**src/rtl/dqu_pkg.sv**
```systemverilog
// Shared types and constants for the double-ended queue unit.
package dqu_pkg;

    localparam int unsigned DEPTH_DEF  = 16;
    localparam int unsigned DATA_W     = 32;
    localparam int unsigned CMD_W      = 3;
    localparam int unsigned LEVEL_W    = 5;
    localparam int unsigned IN_TDATA_W = 40;   // 3 + 32 = 35, padded to 5 bytes
    localparam int unsigned OUT_TDATA_W = 72;  // 32 + 32 + 1 + 1 + 5 + 1 = 72

    localparam logic [DATA_W-1:0] EMPTY_MARK = '1;

    typedef enum logic [CMD_W-1:0] {
        CMD_NONE       = 3'd0,
        CMD_PUSH_FRONT = 3'd1,
        CMD_PUSH_REAR  = 3'd2,
        CMD_POP_FRONT  = 3'd3,
        CMD_POP_REAR   = 3'd4
    } t_cmd;

    typedef enum logic [1:0] {
        ST_IDLE,
        ST_READ,
        ST_LOAD
    } t_state;

endpackage

```
**src/rtl/dqu_ram.sv**
```systemverilog
// Slot memory: one write port, two registered read ports.
module dqu_ram import dqu_pkg::*; #(
    parameter int unsigned DEPTH = DEPTH_DEF,
    parameter int unsigned AW    = $clog2(DEPTH)
) (
    input  logic              i_clk,
    input  logic              i_we,
    input  logic [AW-1:0]     i_waddr,
    input  logic [DATA_W-1:0] i_wdata,
    input  logic              i_re,
    input  logic [AW-1:0]     i_raddr_a,
    input  logic [AW-1:0]     i_raddr_b,
    output logic [DATA_W-1:0] o_rdata_a,
    output logic [DATA_W-1:0] o_rdata_b
);

    logic [DATA_W-1:0] mem [DEPTH];
    logic [DATA_W-1:0] r_rdata_a;
    logic [DATA_W-1:0] r_rdata_b;

    always_ff @(posedge i_clk) begin
        if (i_we) begin
            mem[i_waddr] <= i_wdata;
        end
    end

    always_ff @(posedge i_clk) begin
        if (i_re) begin
            r_rdata_a <= mem[i_raddr_a];
            r_rdata_b <= mem[i_raddr_b];
        end
    end

    assign o_rdata_a = r_rdata_a;
    assign o_rdata_b = r_rdata_b;

endmodule

```
**src/rtl/dqu_ptr.sv**
```systemverilog
// Front/rear ring pointers, fill count and slot write request per command.
module dqu_ptr import dqu_pkg::*; #(
    parameter int unsigned DEPTH = DEPTH_DEF,
    parameter int unsigned AW    = $clog2(DEPTH),
    parameter int unsigned CW    = $clog2(DEPTH + 1)
) (
    input  logic              i_clk,
    input  logic              i_rst_n,
    input  logic              i_accept,
    input  logic [CMD_W-1:0]  i_cmd,
    input  logic [DATA_W-1:0] i_value,
    output logic              o_we,
    output logic [AW-1:0]     o_waddr,
    output logic [DATA_W-1:0] o_wdata,
    output logic [AW-1:0]     o_front,
    output logic [AW-1:0]     o_rear,
    output logic [CW-1:0]     o_count,
    output logic              o_rejected
);

    localparam logic [AW-1:0] LAST_IDX = AW'(DEPTH - 1);
    localparam logic [CW-1:0] FULL_CNT = CW'(DEPTH);
    localparam logic [CW-1:0] ONE_CNT  = CW'(1);

    logic [AW-1:0] r_front, n_front;
    logic [AW-1:0] r_rear,  n_rear;
    logic [CW-1:0] r_count, n_count;
    logic          r_rejected, n_rejected;

    logic [AW-1:0] w_front_prev;
    logic [AW-1:0] w_rear_next;
    logic [AW-1:0] w_rear_prev;
    logic [AW-1:0] w_front_next;
    logic          w_full;
    logic          w_empty;
    t_cmd          w_cmd;

    assign w_cmd        = t_cmd'(i_cmd);
    assign w_full       = (r_count == FULL_CNT);
    assign w_empty      = (r_count == '0);
    assign w_front_prev = (r_front == '0) ? LAST_IDX : r_front - AW'(1);
    assign w_front_next = (r_front == LAST_IDX) ? '0 : r_front + AW'(1);
    assign w_rear_prev  = (r_rear == '0) ? LAST_IDX : r_rear - AW'(1);
    assign w_rear_next  = (r_rear == LAST_IDX) ? '0 : r_rear + AW'(1);

    always_comb begin
        n_front    = r_front;
        n_rear     = r_rear;
        n_count    = r_count;
        n_rejected = 1'b0;
        o_we       = 1'b0;
        o_waddr    = r_front;
        unique case (w_cmd)
            CMD_PUSH_FRONT, CMD_PUSH_REAR: begin
                if (w_full) begin
                    n_rejected = 1'b1;
                end else if (w_empty) begin
                    // first element sits at the front slot; rear joins it
                    o_we    = 1'b1;
                    o_waddr = r_front;
                    n_rear  = r_front;
                    n_count = ONE_CNT;
                end else if (w_cmd == CMD_PUSH_FRONT) begin
                    o_we    = 1'b1;
                    o_waddr = w_front_prev;
                    n_front = w_front_prev;
                    n_count = r_count + ONE_CNT;
                end else begin
                    o_we    = 1'b1;
                    o_waddr = w_rear_next;
                    n_rear  = w_rear_next;
                    n_count = r_count + ONE_CNT;
                end
            end
            CMD_POP_FRONT, CMD_POP_REAR: begin
                if (r_count == ONE_CNT) begin
                    n_rear  = r_front;
                    n_count = '0;
                end else if (!w_empty) begin
                    if (w_cmd == CMD_POP_FRONT) begin
                        n_front = w_front_next;
                    end else begin
                        n_rear = w_rear_prev;
                    end
                    n_count = r_count - ONE_CNT;
                end
            end
            default: begin
                // no-op and unused codes
            end
        endcase
        o_we = o_we & i_accept;
    end

    always_ff @(posedge i_clk) begin
        if (!i_rst_n) begin
            r_front    <= '0;
            r_rear     <= '0;
            r_count    <= '0;
            r_rejected <= 1'b0;
        end else if (i_accept) begin
            r_front    <= n_front;
            r_rear     <= n_rear;
            r_count    <= n_count;
            r_rejected <= n_rejected;
        end
    end

    assign o_wdata    = i_value;
    assign o_front    = r_front;
    assign o_rear     = r_rear;
    assign o_count    = r_count;
    assign o_rejected = r_rejected;

endmodule

```
**src/rtl/double_ended_queue_unit.sv**
```systemverilog
// Top level of the double-ended queue unit: sequencer, output register, memory and pointers.
//
// Bounded deque of signed 32-bit values held in a DEPTH-slot ring memory.
// Input channel s_axis: one beat is one command (none, push front, push
// rear, pop front, pop rear) plus the value to push. Output channel m_axis:
// exactly one beat per command with the front and rear values after the
// command (all ones when empty), empty/full flags, fill level and a reject
// flag for a push into a full queue.
// The slot memory has one write port and registered read data, so each
// command goes through a write and pointer step, a read of the front and
// rear slots, and a load of the output register, in that order. A new
// command is taken only after the previous one has been loaded into the
// output register.
// Reset (i_rst_n low, synchronous) empties the queue and drops any pending
// result; slot contents are not cleared and an empty queue reports all ones.
// When the receiver stalls, the finished beat waits in the output register
// while the next command is still taken; that command's result then waits
// in the read-data register until the output register frees up, and no
// further command is taken meanwhile.
module double_ended_queue_unit import dqu_pkg::*; #(
    parameter int unsigned DEPTH = DEPTH_DEF
) (
    input  logic                   i_clk,
    input  logic                   i_rst_n,
    input  logic                   s_axis_tvalid,
    output logic                   s_axis_tready,
    // [2:0] cmd, [34:3] value, [39:35] zero
    input  logic [IN_TDATA_W-1:0]  s_axis_tdata,
    output logic                   m_axis_tvalid,
    input  logic                   m_axis_tready,
    // [31:0] front_value, [63:32] rear_value, [64] queue_empty, [65] is_full,
    // [70:66] fill_level, [71] rejected
    output logic [OUT_TDATA_W-1:0] m_axis_tdata
);

    localparam int unsigned AW = $clog2(DEPTH);
    localparam int unsigned CW = $clog2(DEPTH + 1);
    localparam logic [CW-1:0] FULL_CNT = CW'(DEPTH);

    t_state r_state, n_state;
    logic   w_accept;
    logic   w_read;
    logic   w_load;

    logic                   w_we;
    logic [AW-1:0]          w_waddr;
    logic [DATA_W-1:0]      w_wdata;
    logic [AW-1:0]          w_front;
    logic [AW-1:0]          w_rear;
    logic [CW-1:0]          w_count;
    logic                   w_rejected;
    logic [DATA_W-1:0]      w_rdata_front;
    logic [DATA_W-1:0]      w_rdata_rear;

    logic                   r_out_valid;
    logic [OUT_TDATA_W-1:0] r_out_data;
    logic [OUT_TDATA_W-1:0] w_out_data;
    logic                   w_empty;

    assign w_accept = s_axis_tvalid & s_axis_tready;

    dqu_ptr #(
        .DEPTH (DEPTH)
    ) u_ptr (
        .i_clk      (i_clk),
        .i_rst_n    (i_rst_n),
        .i_accept   (w_accept),
        .i_cmd      (s_axis_tdata[CMD_W-1:0]),
        .i_value    (s_axis_tdata[CMD_W+DATA_W-1:CMD_W]),
        .o_we       (w_we),
        .o_waddr    (w_waddr),
        .o_wdata    (w_wdata),
        .o_front    (w_front),
        .o_rear     (w_rear),
        .o_count    (w_count),
        .o_rejected (w_rejected)
    );

    // Reads run the cycle after the write, so no same-slot bypass is needed.
    dqu_ram #(
        .DEPTH (DEPTH)
    ) u_ram (
        .i_clk     (i_clk),
        .i_we      (w_we),
        .i_waddr   (w_waddr),
        .i_wdata   (w_wdata),
        .i_re      (w_read),
        .i_raddr_a (w_front),
        .i_raddr_b (w_rear),
        .o_rdata_a (w_rdata_front),
        .o_rdata_b (w_rdata_rear)
    );

    always_ff @(posedge i_clk) begin
        if (!i_rst_n) begin
            r_state <= ST_IDLE;
        end else begin
            r_state <= n_state;
        end
    end

    always_comb begin
        n_state       = r_state;
        s_axis_tready = 1'b0;
        w_read        = 1'b0;
        w_load        = 1'b0;
        unique case (r_state)
            ST_IDLE: begin
                s_axis_tready = 1'b1;
                if (s_axis_tvalid) begin
                    n_state = ST_READ;
                end
            end
            ST_READ: begin
                w_read  = 1'b1;
                n_state = ST_LOAD;
            end
            ST_LOAD: begin
                // hold until the output register is free or draining
                if (!r_out_valid || m_axis_tready) begin
                    w_load  = 1'b1;
                    n_state = ST_IDLE;
                end
            end
            default: begin
                n_state = ST_IDLE;
            end
        endcase
    end

    assign w_empty = (w_count == '0);

    always_comb begin
        w_out_data         = '0;
        w_out_data[31:0]   = w_empty ? EMPTY_MARK : w_rdata_front;
        w_out_data[63:32]  = w_empty ? EMPTY_MARK : w_rdata_rear;
        w_out_data[64]     = w_empty;
        w_out_data[65]     = (w_count == FULL_CNT);
        w_out_data[70:66]  = LEVEL_W'(w_count);
        w_out_data[71]     = w_rejected;
    end

    always_ff @(posedge i_clk) begin
        if (!i_rst_n) begin
            r_out_valid <= 1'b0;
        end else if (w_load) begin
            r_out_valid <= 1'b1;
        end else if (m_axis_tready) begin
            r_out_valid <= 1'b0;
        end
    end

    always_ff @(posedge i_clk) begin
        if (w_load) begin
            r_out_data <= w_out_data;
        end
    end

    assign m_axis_tvalid = r_out_valid;
    assign m_axis_tdata  = r_out_data;

    // Fill count never exceeds the ring size.
    a_count_bound: assert property (@(posedge i_clk) disable iff (!i_rst_n)
        w_count <= FULL_CNT)
        else $error("fill count above DEPTH");

    // A taken command always moves the sequencer into the read cycle.
    a_accept_to_read: assert property (@(posedge i_clk) disable iff (!i_rst_n)
        w_accept |=> (r_state == ST_READ))
        else $error("command taken without slot read");

    // A loaded result shows up on the output the next cycle.
    a_load_visible: assert property (@(posedge i_clk) disable iff (!i_rst_n)
        w_load |=> r_out_valid)
        else $error("loaded result not presented");

    // An empty result carries the all-ones marker on both values.
    a_empty_marker: assert property (@(posedge i_clk) disable iff (!i_rst_n)
        (r_out_valid && r_out_data[64]) |->
            (r_out_data[31:0] == EMPTY_MARK && r_out_data[63:32] == EMPTY_MARK))
        else $error("empty result with stale values");

endmodule
```
**config.mk**
```make
export PLATFORM = sky130hd
export DESIGN_NAME = double_ended_queue_unit
export DESIGN_NICKNAME = d
export VERILOG_FILES = /design/src/rtl/dqu_pkg.sv /design/src/rtl/dqu_ram.sv /design/src/rtl/dqu_ptr.sv /design/src/rtl/double_ended_queue_unit.sv
export SDC_FILE = /design/constraint.sdc
export NUM_CORES = 1
export LEC_CHECK = 0
export ABC_CLOCK_PERIOD_IN_PS = 5900
export BUFFER_PORTS_ARGS = -buffer_cell sky130_fd_sc_hd__buf_2
export CAP_MARGIN = 10
export CELL_PAD_IN_SITES_DETAIL_PLACEMENT = 1
export CELL_PAD_IN_SITES_GLOBAL_PLACEMENT = 1
export CORE_ASPECT_RATIO = 2
export CORE_MARGIN = 5
export CORE_UTILIZATION = 35
export CTS_CLUSTER_DIAMETER = 80
export DETAILED_ROUTE_END_ITERATION = 7
export HOLD_SLACK_MARGIN = 0.02
export PLACE_DENSITY_LB_ADDON = 0.25
export SETUP_SLACK_MARGIN = 0.3
export SLEW_MARGIN = 30
export SYNTH_ARGS = -nofsm -noshare
export SYNTH_HDL_FRONTEND = slang
export SYNTH_HIERARCHICAL = 1
export SYNTH_SLANG_ARGS = --single-unit
```
**constraint.sdc**
```tcl
create_clock -name i_clk -period 5.9 [get_ports i_clk]
set_input_delay 0.59 -clock i_clk [delete_from_list [all_inputs] [get_ports i_clk]]
set_output_delay 0.59 -clock i_clk [all_outputs]
set_load 0.1 [all_outputs]
```
==> Yosys cells after proc, flatten, opt, wreduce, memory -nomap -nowiden <==
Memories as Yosys holds them, arrays and structs flattened. A register that Yosys moved wholly into a read port is not among the register bits.
Cells that the tools add are included.
{ "totals": {"reg_bits": 89, "latchBits": 0, "mem_bits_rw": 512, "romBits": 0, "elab_cells": 94, "mem_count": 1} }
{ "mem_list": {"columns": ["name", "depth", "word_bits", "rd", "rd_ports_with_merged_regs", "wr", "line_no", "rtl"], "rows": [
  ["u_ram.mem", 16, 32, 2, 2, 1, "dqu_ram.sv:17", "logic [DATA_W-1:0] mem [DEPTH];"]
]} }
{ "op_classes": {"add_sub_neg": 6, "mul": 0, "n_div": 0, "magnitude_cmp": 0, "eq_ne": 21, "shift": 0, "n_mux": 42, "bitwise_logic": 2, "n_reduce_logical": 14} }
{ "op_table": {"columns": ["op", "count"], "rows": [
  ["$mux 4", 20],
  ["$mux 5", 4],
  ["$pmux 4 s2", 2],
  ["$mux 1", 12],
  ["$ne 2x2->1 const B", 6],
  ["$pmux 5 s2", 1],
  ["$add 4x1->4 const B", 2],
  ["$eq 4x4->1 const B", 2],
  ["$logic_not 4->1", 2],
  ["$reduce_and 8->1", 1],
  ["$sub 4x1->4 const B", 2],
  ["$eq 3x2->1 const B", 2],
  ["$ne 3x2->1 const B", 2],
  ["$pmux 2 s3", 1],
  ["$reduce_and 6->1", 1],
  ["$add 5x1->5 const B", 1],
  ["$eq 5x1->1 const B", 1],
  ["$eq 5x5->1 const B", 1],
  ["$logic_not 5->1", 1],
  ["$sub 5x1->5 const B", 1],
  ["$mux 2", 2],
  ["$ne 2x1->1 const B", 2],
  ["$reduce_and 4->1", 1],
  ["$reduce_bool 2->1", 2],
  ["11 further kinds", 13]
]} }

==> Logic depth before layout (Yosys ltp) <==
Gate-level depths: netlist of run 1.
{ "depth": {"word_depth": 6, "depth_mapped": 9} }

==> Hierarchy <==
Netlist of run 1, hierarchy kept.
{ "by_module_without_submodules": {"columns": ["module", "instances", "cells_per_inst", "area_each_um2"], "rows": [
  ["dqu_ram", 1, 1141, 24843.8],
  ["double_ended_queue_unit", 1, 167, 3037.9],
  ["dqu_ptr", 1, 209, 1596.5]
]} }

==> Worst setup path before layout of run 1 <==
OpenSTA, ideal clock, no wires.
{ "synth_path": {"path_type": "input -> register", "start": "input port s_axis_tdata[1]", "end": "memory u_ram.mem[0][0], enable pin", "setup_ns": 0.461, "arrival_time_ns": 4.438, "required_ns": 5.439, "setup_slack_ns": 1.001, "path_stages": 6, "n_path_buf": 1, "cell_sequence": "buf_4 -> xnor2_1 -> nor3_1 -> mux2_2 -> or3b_2 -> nor3_1"} }
{ "synth_rtl": {"columns": ["element", "line_no", "rtl"], "rows": [
  ["start: declaration", "double_ended_queue_unit.sv:28", "input logic [IN_TDATA_W-1:0] s_axis_tdata,"],
  ["$eq 3x1->1", "dqu_ptr.sv:53, dqu_ptr.sv:63", null],
  ["$mux 4", "dqu_ptr.sv:63", "end else if (w_cmd == CMD_PUSH_FRONT) begin"],
  ["$mux 4", "dqu_ptr.sv:57", "end else if (w_empty) begin"],
  ["$mux 4", "dqu_ptr.sv:55", "if (w_full) begin"],
  ["$mux 4 *", "dqu_ptr.sv:53", "unique case (w_cmd)"],
  ["net w_waddr[3]", "double_ended_queue_unit.sv:46", "logic [AW-1:0] w_waddr;"],
  ["end: declaration", "dqu_ram.sv:17", null]
]} }
Mark *: on every way through the listed nets, which the timed path passes. The rest lies on a longest branch.

==> Worst setup path in the final report of run 1 <==
{ "layout_path": {"start": "register u_ptr.r_count[0] (netlist: u_ptr/o_count[0])", "end": "memory u_ram.mem[15][15], enable pin"} }
{ "layout_rtl": {"columns": ["element", "line_no", "rtl"], "rows": [
  ["start: declaration", "dqu_ptr.sv:27", "logic [CW-1:0] r_count, n_count;"],
  ["start signal: assignment", "dqu_ptr.sv:104", "r_count <= n_count;"],
  ["$logic_not 5->1", "dqu_ptr.sv:40", "assign w_empty = (r_count == '0);"],
  ["$mux 4", "dqu_ptr.sv:57", null],
  ["$mux 4 *", "dqu_ptr.sv:55", null],
  ["$mux 4 *", "dqu_ptr.sv:53", null],
  ["net w_waddr[1]", "double_ended_queue_unit.sv:46", null]
]} }
Marks and branches as above.

==> metrics.md, run 1 <==
| Metric | Value |
|---|---|
| Resize count post-CTS | `0` |
| CTS Sinks | `665` |
| Final setup vio count | `0` |
| Hold Path Depth | `3` |
| P_sw | `2450 uW` |
| Num ports | `approximately 120` |
| H-tree depth | `2` |
| Min-Delay Startpoint | `m_axis_tready` |
| Die height | `420 um` |
| Switch share | `24.3%` |
| R2R Path Start | `u_ptr/o_count[0]$_SDFFE_PN0P_` |
| Mapped Avg Cell Area | `19.4 sq um` |
| CP Buf/Inv Count | `2` |
| Clock Tree Root | `clkbuf_16` |
| Core Region | `roughly 84000 sq um` |
| Grt total ovfl | `0` |
| Worst-case clock buffer depth | `3` |
| # port buffers | `around 110` |
| LEAKAGE | `0.00999 uW` |
| Chip Width | `between 200 and 250 um` |
| Initial DRT Pass Iterations | `5` |
| Die area | `90500 sq um` |
| Filler cells | `around 8000` |
| Clock slew at reported path FFs | `roughly 0.060 ns` |
| Clock power share | `38.1%` |
| Netlist Area Pre-Place | `29500 sq um` |
| Routed via count | `15600` |
| Layout cells sized above 1 | `roughly 35%` |
| Skew final | `~0.016 ns` |
| Hold_buf cts | `0` |
| CP Class | `flip-flop to flip-flop` |
| Startpoint Class | `flip-flop` |
| Gate power share | `under 10%` |
| Synth cell types | `65` |
| CP max-delay cell | `nor3_1` |
| Hold Vio Cnt, Final | `0` |
| Layout Nets | `approximately 1600` |
| Slew HR | `35.2%` |
| Clock insertion delay at the later pin of the skew report | `0.62 ns` |
| Worst slew pin tran | `between 0.9 and 1 ns` |
| Largest net degree at the start of global routing | `56` |
| Initial Util | `approximately a third` |
| Routed wire length per instance | `roughly 30 um` |
| Cell family with most CP delay | `simple AND/OR/NAND/NOR gates` |
| R2R Setup Slk | `approximately 1.6 ns` |
| RR Endpoint | `u_ram/mem[15][15]$_DFFE_PP_` |
| Drt total wl | `a little over 80000 um` |
| Endpoint, Worst Hold | `r_state[1]$_SDFFE_PN0P_` |
| Reg2reg path depth | `9` |
| Power Total | `around 10000 uW` |
| Remaining DRCs | `0` |
| Setup TNS | `0 ns` |
| # diodes | `0` |
| Yosys warns | `6` |
| Vias in the first global route | `17600` |
| Critical Path RT | `between 6 and 7 ns` |
| DP Wirelength | `~46000 um` |
| HP Class | `input port to flip-flop` |
| Crit. End Element | `flip-flop` |
| Net Count, Synth | `~1600` |
| Tot GR Track Use | `about 18%` |
| Setup bufs post-CTS | `0` |
| Critical path's largest stage delay | `0.62 ns` |
| TritonCTS Buffers | `58` |
| Antenna-violating nets left | `0` |
| Final worst-path cycle share | `72.7%` |
| Data arrival time of the critical path | `between 4 and 5 ns` |
| First-pass GRT wire length | `between 100000 and 150000 um` |
| Asr flop ratio synth | `0%` |
| TritonCTS clock tree | `built` |
| Fmax achieved | `around 0.23 GHz` |
| Number of synthesized register bits | `around 670` |
| Initial DRC count | `1210` |
| Area grow syn2layout | `11.9%` |
| RSZ-0062 raised after global routing | `false` |
| Synth Instances | `~1500` |
| Pwr/cell area | `about 310 nW/um^2` |
| Top FF cell, synth | `edfxtp_1` |
| Slew Limit Fails | `0` |
| Fin crit period | `between 4 and 5 ns` |
| VDD IR max | `0.000204 V` |
| GP Congestion | `roughly 0.76` |
| Max-cap violations | `0` |
| Status | `complete, no violations` |
| Seq pwr share | `52.8%` |
| Seq/Total Area, Yosys | `roughly two thirds` |
| Post-synth EDFFs | `648` |
| Cell-internal power | `between 7000 and 8000 uW` |
| Initial antenna violation count | `6` |
| Crit path max fanout | `26` |
| Number of vias per cell | `around 5.8` |
| Fin util | `approximately 39%` |
| Std-Cell Rows | `150` |
| Crit-path cells | `inv_1 > ha_1 > and2_1 > nor3_1 > o211ai_1 > o21ai_1 > nand2_1 > nor2_4 > buf_4` |
## cell usage after synthesis (2+ instances only)
library cell  instances  area, sq um
xnor2_1               3         26.3
mux4_2              256         5770
inv_1                 9         33.8
o31a_1                2         17.5
buf_4                53          398
mux2i_1               7         70.1
nand2_1              78          293
buf_1                21         78.8
o211ai_1              4         30.0
nand3_1               7         35.0
a311oi_1              6         52.6
a21oi_1              21          105
or4b_1                2         20.0
buf_2                16         80.1
o21ai_0               8         40.0
o21bai_1             25          188
o21bai_2             40          450
nand4_1               2         12.5
nand2b_1              7         43.8
and2_1                4         25.0
nor3_1                8         40.0
and3_1                2         12.5
a31oi_1               5         31.3
edfxtp_1            648        19500
buf_6                 7         78.8
dfxtp_1              17          340
o21ai_1               4         20.0
nor2b_1               8         50.1
nand3b_1              4         30.0
clkbuf_1             46          173
ha_1                  8          100
a22oi_1             128          961
nor2_1               29          109
## cell usage in the layout (no fill, tap or decap), types with 4 or more instances in the layout
master	Yosys	routed
inv_1	9	9
mux4_2	256	256
o21ai_0	8	6
o21bai_2	40	40
nand3b_1	4	4
nand2b_1	7	7
nor2b_4	0	6
o211ai_1	4	4
o21ai_1	4	6
dfxtp_1	17	12
clkbuf_1	46	8
a22oi_1	128	128
clkinv_4	0	7
bufinv_16	0	4
a31oi_1	5	5
nor2_1	29	15
nand2_1	78	78
buf_4	53	36
nor3_1	8	4
o21bai_1	25	25
nand3_1	7	7
buf_2	16	112
dfxtp_4	0	5
clkinv_2	0	6
nor2_4	0	14
a311oi_1	6	6
edfxtp_1	648	648
mux2i_1	7	7
ha_1	8	8
inv_6	0	8
a21oi_1	21	21
clkbuf_16	0	59
clkinvlp_4	0	6
clkinv_1	1	11
## cell type report
type	instances	area (sq um)	share of cell area, %
clock buffer	67	1510	4.57
clock inverter	41	364	1.10
inverter	10	37.5	0.114
multi-input combinational	699	9010	27.3
sequential	665	19800	60.1
tap	1064	1330	4.04
timing repair buffer	152	910	2.76
## power groups by stage
stage               Combinational, uW  Clock, uW  Sequential [uW]
finish                            920       3840             5330
global route                      983       4150             5340
CTS                               936       3960             5330
detailed placement                932          0             5440
global placement                  914          0             5430
floorplan                         619          0             5490
## flip-flops by register name, summed over array words and instances, names as in the netlist
signal,flops
u_ram/mem,512
m_axis_tdata,72
u_ram/o_rdata_a,32
u_ram/o_rdata_b,32
u_ptr/o_count,5
u_ptr/o_front,4
u_ptr/o_rear,4
r_state,2
m_axis_tvalid,1
u_ptr/o_rejected,1
## worst min-delay path: stages
cell and delay (ns):
buf_2 0.08, nor4bb_1 0.04, o21a_1 0.16
## routing by layer
| layer | global-route usage [%] | routed length, um |
|---|---|---|
| met3 | 2.36 | 3860 |
| met4 | 6.06 | 2850 |
| met1 | 20.4 | 29700 |
| met2 | 34.2 | 45200 |
| met5 | 0 | 34 |
## how the worst max path moves through the flow
stage                                       start                          end  slack [ns]  cells after the start
floorplan                         s_axis_tdata[1]    u_ram/mem[0][0]$_DFFE_PP_        1.00                      6
global placement                  s_axis_tdata[0]   u_ram/mem[13][6]$_DFFE_PP_        1.77                      9
detailed placement  u_ptr/o_count[0]$_SDFFE_PN0P_   u_ram/mem[15][8]$_DFFE_PP_        1.67                      9
CTS                 u_ptr/o_count[0]$_SDFFE_PN0P_   u_ram/mem[15][8]$_DFFE_PP_        1.66                      9
global route        u_ptr/o_count[0]$_SDFFE_PN0P_   u_ram/mem[15][1]$_DFFE_PP_        1.40                      9
finish              u_ptr/o_count[0]$_SDFFE_PN0P_  u_ram/mem[15][15]$_DFFE_PP_        1.61                      9
## logic make-up (layout without fill, tap and decap cells)
family	after synthesis	after routing	synth area share [%]
DFF	665	665	67.2
muxes	265	265	19.9
AOI/OAI and AO/OA	259	259	6.98
and+or+nand+nor	163	163	2.65
buffers and inverters	153	270	2.87
adders and majority gates	8	8	0.340
xor gates and xnor gates	4	4	0.119
## metrics by stage
step	std cells	worst slack [ns]	hold WS, ns	area [sq um]
CTS	2698	1.66	0.272	33000
finish	2698	1.61	0.314	33000
global placement	2589	1.77	0.448	31100
detailed placement	2590	1.67	0.460	31100
floorplan	1517	1.00	0.408	29500
global route	2698	1.40	0.313	33000
Note: power is estimated with default switching activity, not from simulation.
==> run 2, diff against run 1 <==
--- a/config.mk
+++ b/config.mk
@@ -5,7 +5,7 @@
 export SDC_FILE = /design/constraint.sdc
 export NUM_CORES = 1
 export LEC_CHECK = 0
-export ABC_CLOCK_PERIOD_IN_PS = 5900
+export ABC_CLOCK_PERIOD_IN_PS = 3800
 export BUFFER_PORTS_ARGS = -buffer_cell sky130_fd_sc_hd__buf_2
 export CAP_MARGIN = 10
 export CELL_PAD_IN_SITES_DETAIL_PLACEMENT = 1
==> constraint.sdc (replaced) <==
create_clock -name i_clk -period 3.8 [get_ports i_clk]
set_input_delay 0.38 -clock i_clk [delete_from_list [all_inputs] [get_ports i_clk]]
set_output_delay 0.38 -clock i_clk [all_outputs]
set_load 0.1 [all_outputs]
==> run 2 against run 1 <==
  * Die area unchanged
  * Design area grew 2.3%
  * Maximum frequency is 29% higher
  * Count of clock-buffer cells in the layout rose by 1
  * Sequential cell count did not move
  * Critical endpoint is now u_ram/mem[0][30]$_DFFE_PP_
  * Cell count up 1.2%
  * Via count shrank 0.31%
  * Critical path type unchanged
  * Power rose by 64%
  * Non-clock buffer count is 24 higher
==> metrics.md, run 2 (synthesis gave the netlist of run 1 again) <==
| Metric | Value |
|---|---|
| Seq pwr share | `49.9% (-2.9 points)` |
| H-tree depth | `2 (unchanged)` |
| Slew HR | `33.6% (-1.6 points)` |
| Clock power share | `41.1% (+3.0 points)` |
| LEAKAGE | `0.0103 uW (+3.4%)` |
| First-pass GRT wire length | `119000 um (-0.59%)` |
| Routed wire length per instance | `29.5 um (-2.4%)` |
| CP Class | `flip-flop to flip-flop` |
| Largest net degree at the start of global routing | `95 (+70%)` |
| RSZ-0062 raised after global routing | `false` |
| Die height | `420 um (unchanged)` |
| Most common cell after layout, fill and taps aside | `edfxtp_1` |
| Final setup vio count | `0 (unchanged)` |
| P_sw | `3850 uW (+57%)` |
| Post-Place Worst Slack | `0.472 ns (-1.20 ns)` |
| Chip Width | `215 um (unchanged)` |
| Slew Limit Fails | `0 (unchanged)` |
| Hold Vio Cnt, Final | `0 (unchanged)` |
| Setup ws final | `0.467 ns (-1.15 ns)` |
| Initial antenna violation count | `5 (-1)` |
| Antenna-violating nets left | `0 (unchanged)` |
| Critical Path RT | `4.12 ns (-2.02 ns)` |
| Status | `complete, no violations` |
| Final worst-path cycle share | `87.7% (+15 points)` |
| Vias in the first global route | `17600 (-0.028%)` |
| Top reg by flops | `u_ram/mem` |
| Gate power share | `9.1% (about the same)` |
| Number of flip-flops under the largest register name | `512 (unchanged)` |
| Switch share | `23.3% (-0.99 points)` |
| Drt total wl | `80600 um (-1.2%)` |
| Fmax achieved | `0.300 GHz (+29%)` |
| VDD IR max | `0.000333 V (+63%)` |
| Hold_buf cts | `0 (unchanged)` |
| R2R Setup Slk | `0.47 ns (-1.15 ns)` |
| Worst slew pin tran | `0.993 ns (+0.0210 ns)` |
| Area grow syn2layout | `14.4%` |
| Initial DRT Pass Iterations | `5 (unchanged)` |
| Clock Tree Root | `clkbuf_16` |
| Clock insertion delay at the later pin of the skew report | `0.64 ns (+0.02 ns)` |
| HP Class | `input port to flip-flop` |
| Clock slew at reported path FFs | `0.06 ns (about the same)` |
| GP Congestion | `0.780 (+2.7%)` |
| Worst-case clock buffer depth | `3 (unchanged)` |
| # port buffers | `112 (unchanged)` |
| Setup bufs post-CTS | `0 (unchanged)` |
| Cell-internal power | `12700 uW (+66%)` |
| Inst Count DP | `2614 (+0.93%)` |
| TritonCTS Buffers | `60 (+3.4%)` |
| TritonCTS clock tree | `built` |
| Layout Nets | `1664 (+1.6%)` |
| Resize count post-CTS | `0 (unchanged)` |
| Routed via count | `15500 (-0.31%)` |
| Initial Util | `35.3% (unchanged)` |
| Number of vias per cell | `5.69 (-1.5%)` |
| Grt total ovfl | `0 (unchanged)` |
| Std-Cell Rows | `150 (unchanged)` |
| Max-cap violations | `0 (unchanged)` |
| Pwr/cell area | `489 nW/um^2 (+60%)` |
| Layout cells sized above 1 | `37.1% (+1.7 points)` |
| Skew final | `0.0271 ns (+0.0110 ns)` |
| Die area | `90500 sq um (unchanged)` |
| Tot GR Track Use | `17.7% (-0.19 points)` |
| Initial DRC count | `1028 (-15%)` |
| Finished Layout Cells | `2730 (+1.2%)` |
| Most frequent cells in the layout | `edfxtp_1 (648), mux4_2 (256), a22oi_1 (128)` |
| DP Wirelength | `48100 um (+5.1%)` |
| Core Region | `83500 sq um (unchanged)` |
| CTS Sinks | `665 (unchanged)` |
| Startpoint Class | `flip-flop` |
| Crit. End Element | `flip-flop` |
| Power Total | `16500 uW (+64%)` |
| Num ports | `118 (unchanged)` |
| Remaining DRCs | `0 (unchanged)` |
| Crit path max fanout | `11 (-58%)` |
| Data arrival time of the critical path | `3.65 ns (-0.88 ns)` |
| Fin crit period | `3.33 ns (-0.954 ns)` |
[run 2: per-stage QoR]
stage	setup TNS [ns]	util [%]	hold slack (ns)	area, sq um
floorplan	-22.48	-	0.408	29500
global placement	0	37.7	0.435	31500
detailed placement	0	37.7	0.445	31500
CTS	0	40.4	0.0766	33700
global route	0	40.4	0.0943	33700
finish	0	40.4	0.105	33700
[run 2: cell type report]
| class | count | area, sq um |
|---|---|---|
| diodes | 3 | 7.51 |
| clock buffers | 68 | 1550 |
| clock inverters | 45 | 653 |
| fillers | 7889 | 49800 |
| inverters | 10 | 37.5 |
| multi-input cells | 699 | 9030 |
| flip-flops and latches | 665 | 19800 |
| well taps | 1064 | 1330 |
| repair buffers | 176 | 1290 |
[run 2: per-layer routing]
metal,routed length (um),global-route usage (%),vias to the layer above
met5,11,0,-
met1,29400,19.6,8469
met2,46300,35.0,362
met3,2760,2.12,109
li1,-,-,6588
met4,2170,5.32,2
[run 2: final timing paths]
path / endpoint / cells past startpoint / from
min: m_axis_tvalid$_SDFFE_PN0P_ / 3 / m_axis_tready
max: u_ram/mem[0][30]$_DFFE_PP_ / 9 / u_ptr/o_count[0]$_SDFFE_PN0P_
max reg2reg: u_ram/mem[0][30]$_DFFE_PP_ / 9 / u_ptr/o_count[0]$_SDFFE_PN0P_
min reg2reg: m_axis_tdata[71]$_DFFE_PP_ / 0 / u_ptr/o_rejected$_SDFFE_PN0P_
[run 2: power by group through the flow]
| stage | Clock, uW | Sequential (uW) | Combinational, uW |
|---|---|---|---|
| 6_report | 6780 | 8230 | 1500 |
| 5_1_grt | 7250 | 8240 | 1600 |
| 4_1_cts | 6970 | 8230 | 1530 |
| 3_5_place_dp | 0 | 8390 | 1520 |
| 3_3_place_gp | 0 | 8390 | 1500 |
| 2_1_floorplan | 0 | 8520 | 965 |
[run 2: critical path, stage by stage, from the launching register on]
cell and delay, ns:
dfxtp_1 0.51, inv_1 0.11, ha_1 0.27, and2_1 0.19, nor3_1 0.24, buf_4 0.21
mux2_2 0.39, or3b_2 0.60, nor3_4 0.22, buf_4 0.29
